**config.mk**
```make
export PLATFORM = sky130hd
export DESIGN_NAME = rms_current_meter_top
export DESIGN_NICKNAME = d
export VERILOG_FILES = /design/src/rtl/core/rcm_pkg.sv /design/src/rtl/core/rcm_front.sv /design/src/rtl/core/rcm_queue.sv /design/src/rtl/core/rcm_back.sv /design/src/rtl/core/rms_current_meter_top.sv
export SDC_FILE = /design/constraint.sdc
export NUM_CORES = 2
export LEC_CHECK = 0
export BUFFER_PORTS_ARGS = -buffer_cell sky130_fd_sc_hd__buf_2
export CAP_MARGIN = 20
export CORE_ASPECT_RATIO = 1.1
export CORE_MARGIN = 10
export CORE_UTILIZATION = 39
export DETAILED_ROUTE_END_ITERATION = 8
export SLEW_MARGIN = 5
export SYNTH_ARGS = -nofsm -noshare
export SYNTH_HDL_FRONTEND = slang
export SYNTH_SLANG_ARGS = --single-unit
```
**constraint.sdc**
```tcl
create_clock -name clk -period 24 [get_ports clk]
set_input_delay 0 -clock clk [delete_from_list [all_inputs] [get_ports clk]]
set_output_delay 0 -clock clk [all_outputs]
set_load 0.02 [all_outputs]
```
**src/rtl/core/rcm_pkg.sv**
```systemverilog
// Package with the shared constants, types and register indexes of the RMS current meter.
package rcm_pkg;

    localparam int ADC_BITS    = 12;
    localparam int WINDOW_BITS = 16;

    localparam int SQ_W     = 2 * ADC_BITS;
    localparam int SUM_W    = 40;
    localparam int SCALED_W = SUM_W + 8;
    localparam int ROOT_W   = SCALED_W + 1;

    localparam int GAIN_W  = 24;
    localparam int GATE_W  = 16;
    localparam int VOLT_W  = 9;
    localparam int RMS_W   = 16;
    localparam int CUR_W   = 16;
    localparam int PWR_W   = 25;
    localparam int PROD_W  = RMS_W + GAIN_W;
    localparam int SHIFT_Q = 20;

    localparam int DIV_STEPS  = SCALED_W;
    localparam int SQRT_STEPS = SCALED_W / 2;
    localparam int STEP_W     = $clog2(DIV_STEPS);

    localparam int Q_DEPTH = 2;
    localparam int Q_PTR_W = $clog2(Q_DEPTH);
    localparam int Q_CNT_W = $clog2(Q_DEPTH + 1);

    localparam int IN_TDATA_W  = ((ADC_BITS + 7) / 8) * 8;
    localparam int OUT_FIELDS  = RMS_W + CUR_W + PWR_W;
    localparam int OUT_TDATA_W = ((OUT_FIELDS + 7) / 8) * 8;

    localparam int CFG_IDX_W = 3;
    localparam int CFG_W0    = (ADC_BITS > WINDOW_BITS) ? ADC_BITS : WINDOW_BITS;
    localparam int CFG_W     = (CFG_W0 > GAIN_W) ? CFG_W0 : GAIN_W;

    localparam logic [CFG_IDX_W-1:0] REG_ADC_MIDPOINT = 3'd0;
    localparam logic [CFG_IDX_W-1:0] REG_WINDOW_LEN   = 3'd1;
    localparam logic [CFG_IDX_W-1:0] REG_GAIN         = 3'd2;
    localparam logic [CFG_IDX_W-1:0] REG_GATE         = 3'd3;
    localparam logic [CFG_IDX_W-1:0] REG_VOLTAGE      = 3'd4;

    typedef struct packed {
        logic [ADC_BITS-1:0]    adc_midpoint;
        logic [WINDOW_BITS-1:0] window_length;
        logic [GAIN_W-1:0]      current_gain_q16;
        logic [GATE_W-1:0]      gate_threshold_ma;
        logic [VOLT_W-1:0]      line_voltage_v;
    } cfg_t;

    typedef enum logic [2:0] {
        ST_IDLE,
        ST_DIV,
        ST_SQRT_INIT,
        ST_SQRT,
        ST_MUL,
        ST_GATE,
        ST_PWR
    } back_state_t;

    typedef struct packed {
        logic pop;
        logic load_div;
        logic div_step;
        logic load_sqrt;
        logic sqrt_step;
        logic do_mul;
        logic do_gate;
        logic load_out;
    } back_ctl_t;

endpackage

```
**src/rtl/core/rcm_front.sv**
```systemverilog
// Front part: centers and squares each sample and accumulates the window sum.
module rcm_front
    import rcm_pkg::*;
(
    input  logic                   clk,
    input  logic                   rst_n,
    input  cfg_t                   cfg,
    input  logic                   s_tvalid,
    output logic                   s_tready,
    input  logic [ADC_BITS-1:0]    sample,
    input  logic                   q_full,
    output logic                   q_push,
    output logic [SUM_W-1:0]       q_data
);

    logic                   s1_valid_reg;
    logic [SQ_W-1:0]        sq_reg;
    logic [SUM_W-1:0]       sum_reg;
    logic [WINDOW_BITS-1:0] cnt_reg;

    logic [ADC_BITS-1:0]    diff;
    logic [SUM_W:0]         sum_add;
    logic [SUM_W-1:0]       sum_sat;
    logic [WINDOW_BITS-1:0] cnt_inc;
    logic [WINDOW_BITS-1:0] win;
    logic                   done;
    logic                   s2_fire;

    assign diff = (sample >= cfg.adc_midpoint) ? (sample - cfg.adc_midpoint)
                                               : (cfg.adc_midpoint - sample);

    assign sum_add = {1'b0, sum_reg} + (SUM_W + 1)'(sq_reg);
    assign sum_sat = sum_add[SUM_W] ? {SUM_W{1'b1}} : sum_add[SUM_W-1:0];
    assign cnt_inc = cnt_reg + WINDOW_BITS'(1);
    assign win     = (cfg.window_length == '0) ? WINDOW_BITS'(1) : cfg.window_length;
    assign done    = (cnt_inc == '0) || (cnt_inc >= win);

    assign s2_fire  = s1_valid_reg && !(done && q_full);
    assign s_tready = !s1_valid_reg || s2_fire;
    assign q_push   = s2_fire && done;
    assign q_data   = sum_sat;

    always_ff @(posedge clk or negedge rst_n)
    begin
        if (!rst_n)
        begin
            s1_valid_reg <= 1'b0;
            sum_reg      <= '0;
            cnt_reg      <= '0;
        end
        else
        begin
            if (s_tready)
            begin
                s1_valid_reg <= s_tvalid;
            end
            if (s2_fire)
            begin
                sum_reg <= done ? '0 : sum_sat;
                cnt_reg <= done ? '0 : cnt_inc;
            end
        end
    end

    always_ff @(posedge clk)
    begin
        if (s_tvalid && s_tready)
        begin
            sq_reg <= SQ_W'(diff) * SQ_W'(diff);
        end
    end

endmodule

```
**src/rtl/core/rcm_queue.sv**
```systemverilog
// Short queue of finished window sums between the front and back parts.
module rcm_queue
    import rcm_pkg::*;
(
    input  logic             clk,
    input  logic             rst_n,
    input  logic             push,
    input  logic [SUM_W-1:0] push_data,
    output logic             full,
    input  logic             pop,
    output logic             valid,
    output logic [SUM_W-1:0] pop_data
);

    logic [SUM_W-1:0]   mem [Q_DEPTH];
    logic [Q_PTR_W-1:0] wr_ptr_reg;
    logic [Q_PTR_W-1:0] rd_ptr_reg;
    logic [Q_CNT_W-1:0] cnt_reg;
    logic               do_push;
    logic               do_pop;

    assign full     = (cnt_reg == Q_CNT_W'(Q_DEPTH));
    assign valid    = (cnt_reg != '0);
    assign do_push  = push && !full;
    assign do_pop   = pop && valid;
    assign pop_data = mem[rd_ptr_reg];

    always_ff @(posedge clk or negedge rst_n)
    begin
        if (!rst_n)
        begin
            wr_ptr_reg <= '0;
            rd_ptr_reg <= '0;
            cnt_reg    <= '0;
        end
        else
        begin
            if (do_push)
            begin
                wr_ptr_reg <= wr_ptr_reg + Q_PTR_W'(1);
            end
            if (do_pop)
            begin
                rd_ptr_reg <= rd_ptr_reg + Q_PTR_W'(1);
            end
            if (do_push && !do_pop)
            begin
                cnt_reg <= cnt_reg + Q_CNT_W'(1);
            end
            else if (do_pop && !do_push)
            begin
                cnt_reg <= cnt_reg - Q_CNT_W'(1);
            end
        end
    end

    always_ff @(posedge clk)
    begin
        if (do_push)
        begin
            mem[wr_ptr_reg] <= push_data;
        end
    end

endmodule

```
**src/rtl/core/rcm_back.sv**
```systemverilog
// Back part: divides by the window, takes the square root and scales to current and power.
module rcm_back
    import rcm_pkg::*;
(
    input  logic             clk,
    input  logic             rst_n,
    input  cfg_t             cfg,
    input  logic             q_valid,
    input  logic [SUM_W-1:0] q_data,
    output logic             q_pop,
    output logic             m_tvalid,
    input  logic             m_tready,
    output logic [RMS_W-1:0] rms_q4,
    output logic [CUR_W-1:0] current_ma,
    output logic [PWR_W-1:0] power_mw
);

    back_state_t state_reg;
    back_state_t state_next;
    back_ctl_t   ctl;

    logic [STEP_W-1:0]      step_reg;
    logic [SCALED_W-1:0]    qd_reg;
    logic [WINDOW_BITS-1:0] rem_reg;
    logic [SCALED_W-1:0]    v_reg;
    logic [ROOT_W-1:0]      root_reg;
    logic [SCALED_W-1:0]    bit_reg;
    logic [PROD_W-1:0]      prod_reg;
    logic [CUR_W-1:0]       cur_reg;
    logic                   out_valid_reg;
    logic [RMS_W-1:0]       rms_reg;
    logic [RMS_W-1:0]       rms_out_reg;
    logic [CUR_W-1:0]       cur_out_reg;
    logic [PWR_W-1:0]       pwr_out_reg;

    logic [WINDOW_BITS-1:0] win;
    logic [WINDOW_BITS:0]   rem_sh;
    logic                   ge;
    logic [WINDOW_BITS:0]   rem_sub;
    logic [ROOT_W-1:0]      trial;
    logic                   take;
    logic [RMS_W-1:0]       rms_sat;
    logic [SHIFT_Q-1:0]     cur_full;
    logic [CUR_W-1:0]       cur_sat;
    logic                   out_free;

    assign win     = (cfg.window_length == '0) ? WINDOW_BITS'(1) : cfg.window_length;
    assign rem_sh  = {rem_reg, qd_reg[SCALED_W-1]};
    assign ge      = rem_sh >= {1'b0, win};
    assign rem_sub = rem_sh - {1'b0, win};

    assign trial   = root_reg + ROOT_W'(bit_reg);
    assign take    = ROOT_W'(v_reg) >= trial;

    assign rms_sat  = (root_reg[ROOT_W-1:RMS_W] != '0) ? {RMS_W{1'b1}}
                                                       : root_reg[RMS_W-1:0];
    assign cur_full = prod_reg[PROD_W-1:SHIFT_Q];
    assign cur_sat  = (cur_full[SHIFT_Q-1:CUR_W] != '0) ? {CUR_W{1'b1}}
                                                        : cur_full[CUR_W-1:0];
    assign out_free = !out_valid_reg || m_tready;

    always_comb
    begin
        state_next = state_reg;
        unique case (state_reg)
            ST_IDLE:
            begin
                if (q_valid)
                begin
                    state_next = ST_DIV;
                end
            end
            ST_DIV:
            begin
                if (step_reg == '0)
                begin
                    state_next = ST_SQRT_INIT;
                end
            end
            ST_SQRT_INIT:
            begin
                state_next = ST_SQRT;
            end
            ST_SQRT:
            begin
                if (step_reg == '0)
                begin
                    state_next = ST_MUL;
                end
            end
            ST_MUL:
            begin
                state_next = ST_GATE;
            end
            ST_GATE:
            begin
                state_next = ST_PWR;
            end
            ST_PWR:
            begin
                if (out_free)
                begin
                    state_next = ST_IDLE;
                end
            end
            default:
            begin
                state_next = ST_IDLE;
            end
        endcase
    end

    always_comb
    begin
        ctl = '0;
        unique case (state_reg)
            ST_IDLE:
            begin
                ctl.pop      = q_valid;
                ctl.load_div = q_valid;
            end
            ST_DIV:
            begin
                ctl.div_step = 1'b1;
            end
            ST_SQRT_INIT:
            begin
                ctl.load_sqrt = 1'b1;
            end
            ST_SQRT:
            begin
                ctl.sqrt_step = 1'b1;
            end
            ST_MUL:
            begin
                ctl.do_mul = 1'b1;
            end
            ST_GATE:
            begin
                ctl.do_gate = 1'b1;
            end
            ST_PWR:
            begin
                ctl.load_out = out_free;
            end
            default:
            begin
                ctl = '0;
            end
        endcase
    end

    assign q_pop = ctl.pop;

    always_ff @(posedge clk or negedge rst_n)
    begin
        if (!rst_n)
        begin
            state_reg     <= ST_IDLE;
            step_reg      <= '0;
            out_valid_reg <= 1'b0;
        end
        else
        begin
            state_reg <= state_next;
            if (ctl.load_div)
            begin
                step_reg <= STEP_W'(DIV_STEPS - 1);
            end
            else if (ctl.load_sqrt)
            begin
                step_reg <= STEP_W'(SQRT_STEPS - 1);
            end
            else if (ctl.div_step || ctl.sqrt_step)
            begin
                step_reg <= step_reg - STEP_W'(1);
            end
            if (ctl.load_out)
            begin
                out_valid_reg <= 1'b1;
            end
            else if (m_tready)
            begin
                out_valid_reg <= 1'b0;
            end
        end
    end

    always_ff @(posedge clk)
    begin
        if (ctl.load_div)
        begin
            qd_reg  <= {q_data, 8'b0};
            rem_reg <= '0;
        end
        else if (ctl.div_step)
        begin
            qd_reg  <= {qd_reg[SCALED_W-2:0], ge};
            rem_reg <= ge ? rem_sub[WINDOW_BITS-1:0] : rem_sh[WINDOW_BITS-1:0];
        end
        if (ctl.load_sqrt)
        begin
            v_reg    <= qd_reg;
            root_reg <= '0;
            bit_reg  <= SCALED_W'(1) << (SCALED_W - 2);
        end
        else if (ctl.sqrt_step)
        begin
            if (take)
            begin
                v_reg    <= v_reg - trial[SCALED_W-1:0];
                root_reg <= (root_reg >> 1) + ROOT_W'(bit_reg);
            end
            else
            begin
                root_reg <= root_reg >> 1;
            end
            bit_reg <= bit_reg >> 2;
        end
        if (ctl.do_mul)
        begin
            rms_reg  <= rms_sat;
            prod_reg <= PROD_W'(rms_sat) * PROD_W'(cfg.current_gain_q16);
        end
        if (ctl.do_gate)
        begin
            cur_reg <= (cur_sat < cfg.gate_threshold_ma) ? '0 : cur_sat;
        end
        if (ctl.load_out)
        begin
            rms_out_reg <= rms_reg;
            cur_out_reg <= cur_reg;
            pwr_out_reg <= PWR_W'(cur_reg) * PWR_W'(cfg.line_voltage_v);
        end
    end

    assign m_tvalid   = out_valid_reg;
    assign rms_q4     = rms_out_reg;
    assign current_ma = cur_out_reg;
    assign power_mw   = pwr_out_reg;

endmodule

```
**src/rtl/core/rms_current_meter_top.sv**
```systemverilog
// Top level of the RMS current meter: configuration registers and the front, queue and back parts.
//
// The slave stream takes one raw ADC sample per word in s_tdata and the block accepts a word
// in every cycle while s_tready is high. Each sample is centered on adc_midpoint, squared and
// added to a saturating 40-bit sum. When window_length samples have been taken (a zero length
// counts as one), the sum goes into a two-entry queue and the window restarts.
// The back part takes one sum at a time: after the pop it runs a restoring divider, a root
// setup step, a bit-pair square root and the scaling states ST_MUL, ST_GATE and ST_PWR.
// m_tvalid comes from the output register that ST_PWR loads. Sample throughput is one word
// per cycle while the back part finishes each window before the queue fills; with short
// windows the back part limits it.
// The result sits in an output register until m_tready takes it. While it waits the back part
// works on the next window up to ST_PWR, and when the queue is full the word that would close
// a window waits in the square register with s_tready low, so nothing is lost.
// Configuration writes land on the rising edge at which cfg_we is high.
// Reset clears the sum, the sample count, the queue and the output valid, and loads the
// default configuration.
module rms_current_meter_top
    import rcm_pkg::*;
(
    input  logic                   clk,
    input  logic                   rst_n,
    input  logic                   s_tvalid,
    output logic                   s_tready,
    input  logic [IN_TDATA_W-1:0]  s_tdata,   // sample
    output logic                   m_tvalid,
    input  logic                   m_tready,
    output logic [OUT_TDATA_W-1:0] m_tdata,   // rms_q4, current_ma, power_mw
    input  logic                   cfg_we,
    input  logic [CFG_IDX_W-1:0]   cfg_index,
    input  logic [CFG_W-1:0]       cfg_data
);

    cfg_t cfg_reg;

    logic             q_full;
    logic             q_push;
    logic [SUM_W-1:0] q_push_data;
    logic             q_pop;
    logic             q_valid;
    logic [SUM_W-1:0] q_pop_data;
    logic [RMS_W-1:0] rms_q4;
    logic [CUR_W-1:0] current_ma;
    logic [PWR_W-1:0] power_mw;

    always_ff @(posedge clk or negedge rst_n)
    begin
        if (!rst_n)
        begin
            cfg_reg.adc_midpoint      <= ADC_BITS'(1951);
            cfg_reg.window_length     <= WINDOW_BITS'(2000);
            cfg_reg.current_gain_q16  <= GAIN_W'(320080);
            cfg_reg.gate_threshold_ma <= GATE_W'(80);
            cfg_reg.line_voltage_v    <= VOLT_W'(127);
        end
        else if (cfg_we)
        begin
            unique case (cfg_index)
                REG_ADC_MIDPOINT: cfg_reg.adc_midpoint      <= cfg_data[ADC_BITS-1:0];
                REG_WINDOW_LEN:   cfg_reg.window_length     <= cfg_data[WINDOW_BITS-1:0];
                REG_GAIN:         cfg_reg.current_gain_q16  <= cfg_data[GAIN_W-1:0];
                REG_GATE:         cfg_reg.gate_threshold_ma <= cfg_data[GATE_W-1:0];
                REG_VOLTAGE:      cfg_reg.line_voltage_v    <= cfg_data[VOLT_W-1:0];
                default:          cfg_reg <= cfg_reg;
            endcase
        end
    end

    rcm_front u_front (
        .clk      (clk),
        .rst_n    (rst_n),
        .cfg      (cfg_reg),
        .s_tvalid (s_tvalid),
        .s_tready (s_tready),
        .sample   (s_tdata[ADC_BITS-1:0]),
        .q_full   (q_full),
        .q_push   (q_push),
        .q_data   (q_push_data)
    );

    rcm_queue u_queue (
        .clk       (clk),
        .rst_n     (rst_n),
        .push      (q_push),
        .push_data (q_push_data),
        .full      (q_full),
        .pop       (q_pop),
        .valid     (q_valid),
        .pop_data  (q_pop_data)
    );

    rcm_back u_back (
        .clk        (clk),
        .rst_n      (rst_n),
        .cfg        (cfg_reg),
        .q_valid    (q_valid),
        .q_data     (q_pop_data),
        .q_pop      (q_pop),
        .m_tvalid   (m_tvalid),
        .m_tready   (m_tready),
        .rms_q4     (rms_q4),
        .current_ma (current_ma),
        .power_mw   (power_mw)
    );

    assign m_tdata = OUT_TDATA_W'({power_mw, current_ma, rms_q4});

endmodule

```
# Word-level counts from Yosys, hierarchy flattened
# Memory sizes are Yosys's and may differ from the RTL's.
# Index checks and enable logic that the tools add are counted.
# W data, S select, Z words.
classes:
  n_lt_le_gt_ge: 5
  multipliers: 3
  reduce_logical: 39
  eq_ne: 15
  addsub: 13
  muxes: 35
ops:
  columns: ["operator", "n"]
  rows:
  - ["$mux W48", 5]
  - ["$mux W16", 5]
  - ["$mux W40", 2]
  - ["$add A48 B47 Y49", 1]
  - ["$add A49 B47 Y49", 1]
  - ["$ge A48 B49 Y1", 1]
  - ["$mux W49", 1]
  - ["$sub A48 B48 Y48", 1]
  - ["$add A40 B24 Y41", 1]
  - ["$mul A16 B24 Y40", 1]
  - ["$reduce_bool A33 Y1", 1]
  - ["$logic_not A16 Y1", 2]
  - ["$mul A16 B9 Y25", 1]
  - ["$mul A12 B12 Y24", 1]
  - ["$sub A12 B12 Y12", 2]
  - ["$pmux W3 S7", 1]
  - ["$mux W6", 3]
  - ["$ge A17 B16 Y1", 1]
  - ["$add A16 B1 Y16 const B", 1]
  - ["$ge A16 B16 Y1", 1]
  - ["$lt A16 B16 Y1", 1]
  - ["$sub A16 B16 Y16", 1]
  - ["$eq A3 B2 Y1 const B", 4]
  - ["$eq A3 B3 Y1 const B", 4]
  - ["other kinds (22)", 67]
totals:
  in_bits: 48
  mem_bits_rw: 80
  n_memories: 1
  register_bits: 486
  word_cells: 138
mem_list:
  columns: ["name", "words", "width", "read_ports", "rd_clocked_by_memory_dff", "wr", "line_no", "source"]
  rows:
  - ["u_queue.mem", 2, 40, 1, 0, 1, "rcm_queue.sv:15", "logic [SUM_W-1:0] mem [Q_DEPTH];"]

# Depth between registers and ports, before layout
logic_depth:
  word_depth: 13
  ltp_mapped: 37

# Hierarchy
# A second synthesis with hierarchy kept.
unflattened:
  hier_cells: 5222
  area_unflattened_um2: 50768.7
modules_own_cells:
  columns: ["module", "area_per_inst_um2", "n_inst", "cells_per_inst"]
  rows:
  - ["rcm_back", 33761.1, 1, 3644]
  - ["rcm_front", 10706.5, 1, 1259]
  - ["rcm_queue", 3290.7, 1, 144]
  - ["rms_current_meter_top", 3010.4, 1, 175]

# Worst setup path after synthesis
# No wires, ideal clock.
synth_path:
  path_type: "register to register"
  from: "register cfg_reg[65] (netlist name)"
  to: "register u_front.sq_reg[23] (data pin)"
  path_stages_with_launch: 32
  slack_ns: 15.714
  t_arrival_ns: 8.024
  t_required_ns: 23.739
  synth_period_minus_slack_ns: 8.286
  n_path_buf: 2
  path_cell_list: "dfstp_2 ha_1 inv_1 fa_1 a21o_1 a221oi_1 a31oi_1 o21ai_1 buf_2 mux2i_1 xnor2_1 clkbuf_1 nor2_1 fa_1 fa_1 inv_1 fa_1 fa_1 inv_1 fa_1 ha_1 or2_2 o31ai_1 o21ai_0 o21a_1 o21a_1 o21a_1 o21ai_0 nand2b_1 a21oi_1 o21ai_0 xnor2_1"
synth_between:
  elab_chain_cells: 3
  elab_cells_between_ends: 5
synth_rtl:
  columns: ["element", "line_no", "source"]
  rows:
  - ["from (decl)", "rms_current_meter_top.sv:34", "cfg_t cfg_reg;"]
  - ["from (signal assigned)", "rms_current_meter_top.sv:64", "default: cfg_reg <= cfg_reg;"]
  - ["$sub A12 B12 Y12, or another cell as far along", "rcm_front.sv:30", ": (cfg.adc_midpoint - sample);"]
  - ["$mux W12 *", "rcm_front.sv:29", "assign diff = (sample >= cfg.adc_midpoint) ? (sample - cfg.adc_midpoint)"]
  - ["$mul A12 B12 Y24 *", "rcm_front.sv:69", "sq_reg <= SQ_W'(diff) * SQ_W'(diff);"]
  - ["to (signal assigned)", "rcm_front.sv:69", null]
  - ["to (decl)", "rcm_front.sv:17", "logic [SQ_W-1:0] sq_reg;"]
# Mark *: on every way between the ends. The rest lies on a longest branch, timed or not.
# A chain may end at the register's enable or synchronous reset.

# Worst setup path after layout
layout_path:
  from: "register u_back.root_reg[43]"
  to: "register u_back.prod_reg[39] (data pin)"
layout_between:
  elab_chain_cells: 3
layout_rtl:
  columns: ["element", "line_no", "source"]
  rows:
  - ["from (decl)", "rcm_back.sv:26", "logic [ROOT_W-1:0] root_reg;"]
  - ["from (signal assigned)", "rcm_back.sv:212", "root_reg <= (root_reg >> 1) + ROOT_W'(bit_reg);"]
  - ["from (signal assigned)", "rcm_back.sv:216", "root_reg <= root_reg >> 1;"]
  - ["$reduce_bool A33 Y1", "rcm_back.sv:55", "assign rms_sat = (root_reg[ROOT_W-1:RMS_W] != '0) ? {RMS_W{1'b1}}"]
  - ["$mux W16", "rcm_back.sv:55", null]
  - ["$mul A16 B24 Y40", "rcm_back.sv:223", "prod_reg <= PROD_W'(rms_sat) * PROD_W'(cfg.current_gain_q16);"]
  - ["to (signal assigned)", "rcm_back.sv:223", null]
  - ["to (decl)", "rcm_back.sv:28", "logic [PROD_W-1:0] prod_reg;"]
# Every way passes these cells.

==> flow_summary.json <==
{
  "worstPathArrival_ps": 9810,
  "num_io_pins": 114,
  "largest_reg_flops": 80,
  "synth_area_um2": 50000,
  "antenna_found_initial": 4,
  "finish.net_count": 6212,
  "async_flop_share_pct": 27.2,
  "syn2layout_area_growth_pct": 9.49,
  "numCtsBuffers": 67,
  "clock-sinks": 545,
  "max_slew_margin_pct": 31.1,
  "gp_congestion": 0.871,
  "grt_pass1_vias": 37000,
  "cts_tree": "done",
  "finalSetupViolations": 0,
  "final_hold_viol_count": 0,
  "cts_setup_buffers": 0,
  "die_h_um": 395,
  "timing.fmax_mhz": 106,
  "worst_pin_slew_ps": 1030,
  "core.rowCount": 137,
  "cts_resized": 0,
  "drive_above_1_share_pct": 8.39,
  "wl_per_cell_um": 17.3,
  "die_x_um": 361,
  "coreArea_um2": 127000,
  "finClkSkew_ps": 30.2,
  "ant_nets": 0,
  "critPathMaxStageDelay_ps": 690,
  "path_class": "flop to flop",
  "cts_hold_buf": 39,
  "dr.pass1.iters": 6,
  "synth-edff-count": 300,
  "drc_errors": 0,
  "overflow": 0,
  "rsz0062_at_grt": "false",
  "first_iter_violations": 2038,
  "clockBufferDepth": 3,
  "vias_per_cell": 5.16,
  "clkTransAtPathRegs_ps": 60,
  "place.port_buffers": 102,
  "grt_pass1_wl_um": 198000,
  "synth_area_leaders": "fa_1 (20%), edfxtp_1 (18%), ha_1 (10%), dfrtp_1 (5.9%), nand2_1 (5.5%)",
  "yosysTopAreaCellShare_pct": 19.6,
  "grt_max_degree": 87,
  "layout_min_cycle_time_ps": 9420,
  "start_util_pct": 39.3,
  "fillers": 12200,
  "cts_root_buf": "clkbuf_16",
  "clock_latency_ps": 660,
  "yosys.area.top_type": "fa_1",
  "post-route-period-util_pct": 39.3,
  "cp-start-kind": "flop",
  "synth.avg_cell_area_um2": 9.51,
  "h-tree-depth": 3,
  "synth_most_common_cell": "nand2_1",
  "yosysSeqAreaShare_pct": 29.4,
  "ys_ff_latch": 545,
  "synthTopCellsByCount": "nand2_1 (734), inv_1 (704), fa_1 (488)",
  "maxSlewViolCount": 0,
  "dr_total_vias": 36100,
  "syn_inst": 5255,
  "synth_cell_types": 97,
  "critPathRequiredTime_ps": 24390,
  "status": "complete, no violations",
  "crit_path_max_fanout": 25,
  "hold_class": "input port to flop",
  "dp_hpwl_um": 88100,
  "cp-end-kind": "flop",
  "design_area_um2": 54700,
  "track_usage_pct": 16.9,
  "crit_slowest_cell": "or2_2",
  "cp_common_cell": "fa_1",
  "synthFlopType": "edfxtp_1",
  "max_cap_viol_count": 0,
  "synth_warnings": 0,
  "routed_wl_um": 121000,
  "tns_ps": 0,
  "die_area_um2": 143000,
  "dpl_cell_area_um2": 52000
}
cells in the final DEF (no fill, tap or decap), types with 48 or more instances in the layout:
master,netlist,layout
inv_1,704,704
dfxtp_1,97,97
xor2_1,99,99
mux2i_1,83,83
xnor2_1,166,166
a21o_1,76,76
a21oi_1,175,174
dfrtp_1,117,116
nand2_1,734,734
clkbuf_16,0,69
nand3_1,97,97
and2_1,230,228
buf_2,28,102
edfxtp_1,300,300
o21ai_0,284,284
ha_1,410,410
fa_1,488,488
nor3_1,59,57
a31oi_1,48,48
nor2_1,227,225
mux2_2,55,55
routing by layer:
metal | share of wire [%] | vias up | track usage (%)
li1 | - | 17300 | -
met1 | 45 | 17800 | 21.9
met2 | 47 | 758 | 28.3
met3 | 5.5 | 199 | 3.22
met4 | 2.8 | 4 | 5.54
met5 | 0.023 | - | 0
cell type report:
type / instances / area, µm² / area share [%]
Clock inverter: 39 / 472 / 0.862
Sequential cell: 545 / 14700 / 26.9
Clock buffer: 81 / 1820 / 3.33
Antenna cell: 1 / 2.50 / 0.00457
Timing Repair Buffer: 187 / 1260 / 2.30
Inverter: 704 / 2640 / 4.83
Multi-Input combinational cell: 3761 / 31700 / 58.0
Tap cell: 1668 / 2090 / 3.82
worst max-delay path, delay by kind of cell, from the launching register on:
family	cells	cell delay, ps
xor+xnor	1	60
simple gates	7	2750
fa+ha+maj	7	3440
compound gates	9	2270
flops	1	420
buf+inv	4	200
stage by stage:
| step | util [%] | hold slack, ps | std cells | setup WS [ps] |
|---|---|---|---|---|
| 2_1_floorplan | - | -296 | 5261 | 15710 |
| 3_3_place_gp | 40.9 | 104 | 6824 | 14650 |
| 3_5_place_dp | 40.9 | 112 | 6824 | 14640 |
| 4_1_cts | 43.0 | 78.3 | 6983 | 14610 |
| 5_1_grt | 43.1 | 130 | 6985 | 14130 |
| 6_report | 43.1 | 135 | 6986 | 14580 |
cell families after synthesis:
logic type / share of synthesized area (%)
xor gates and xnor gates: 4.65
buffers and inverters: 7.36
AOI/OAI and AO/OA: 10.7
adders and majority gates: 29.8
DFF: 29.4
and+or+nand+nor: 15.1
muxes: 2.95
other: 0.00751
final timing paths:
| kind | startpoint | end | slack [ps] | depth (start not counted) |
|---|---|---|---|---|
| setup / recovery | u_back.root_reg[43] | u_back.prod_reg[39] | 14580 | 28 |
| hold / removal | cfg_data[21] | cfg_reg[46] | 130 | 3 |
| setup reg to reg | u_back.root_reg[43] | u_back.prod_reg[39] | 14580 | 28 |
| hold reg to reg | u_back.rms_reg[12] | u_back.rms_q4[12] | 420 | 0 |
| max in group asynchronous | rst_n | cfg_reg[14] | 22210 | 4 |
| min in group asynchronous | rst_n | u_front.sum_reg[25] | 440 | 3 |
Power is left out: the tool's default activity adds up to more than one toggle a clock period on the data nets, which glitch-free logic cannot reach.
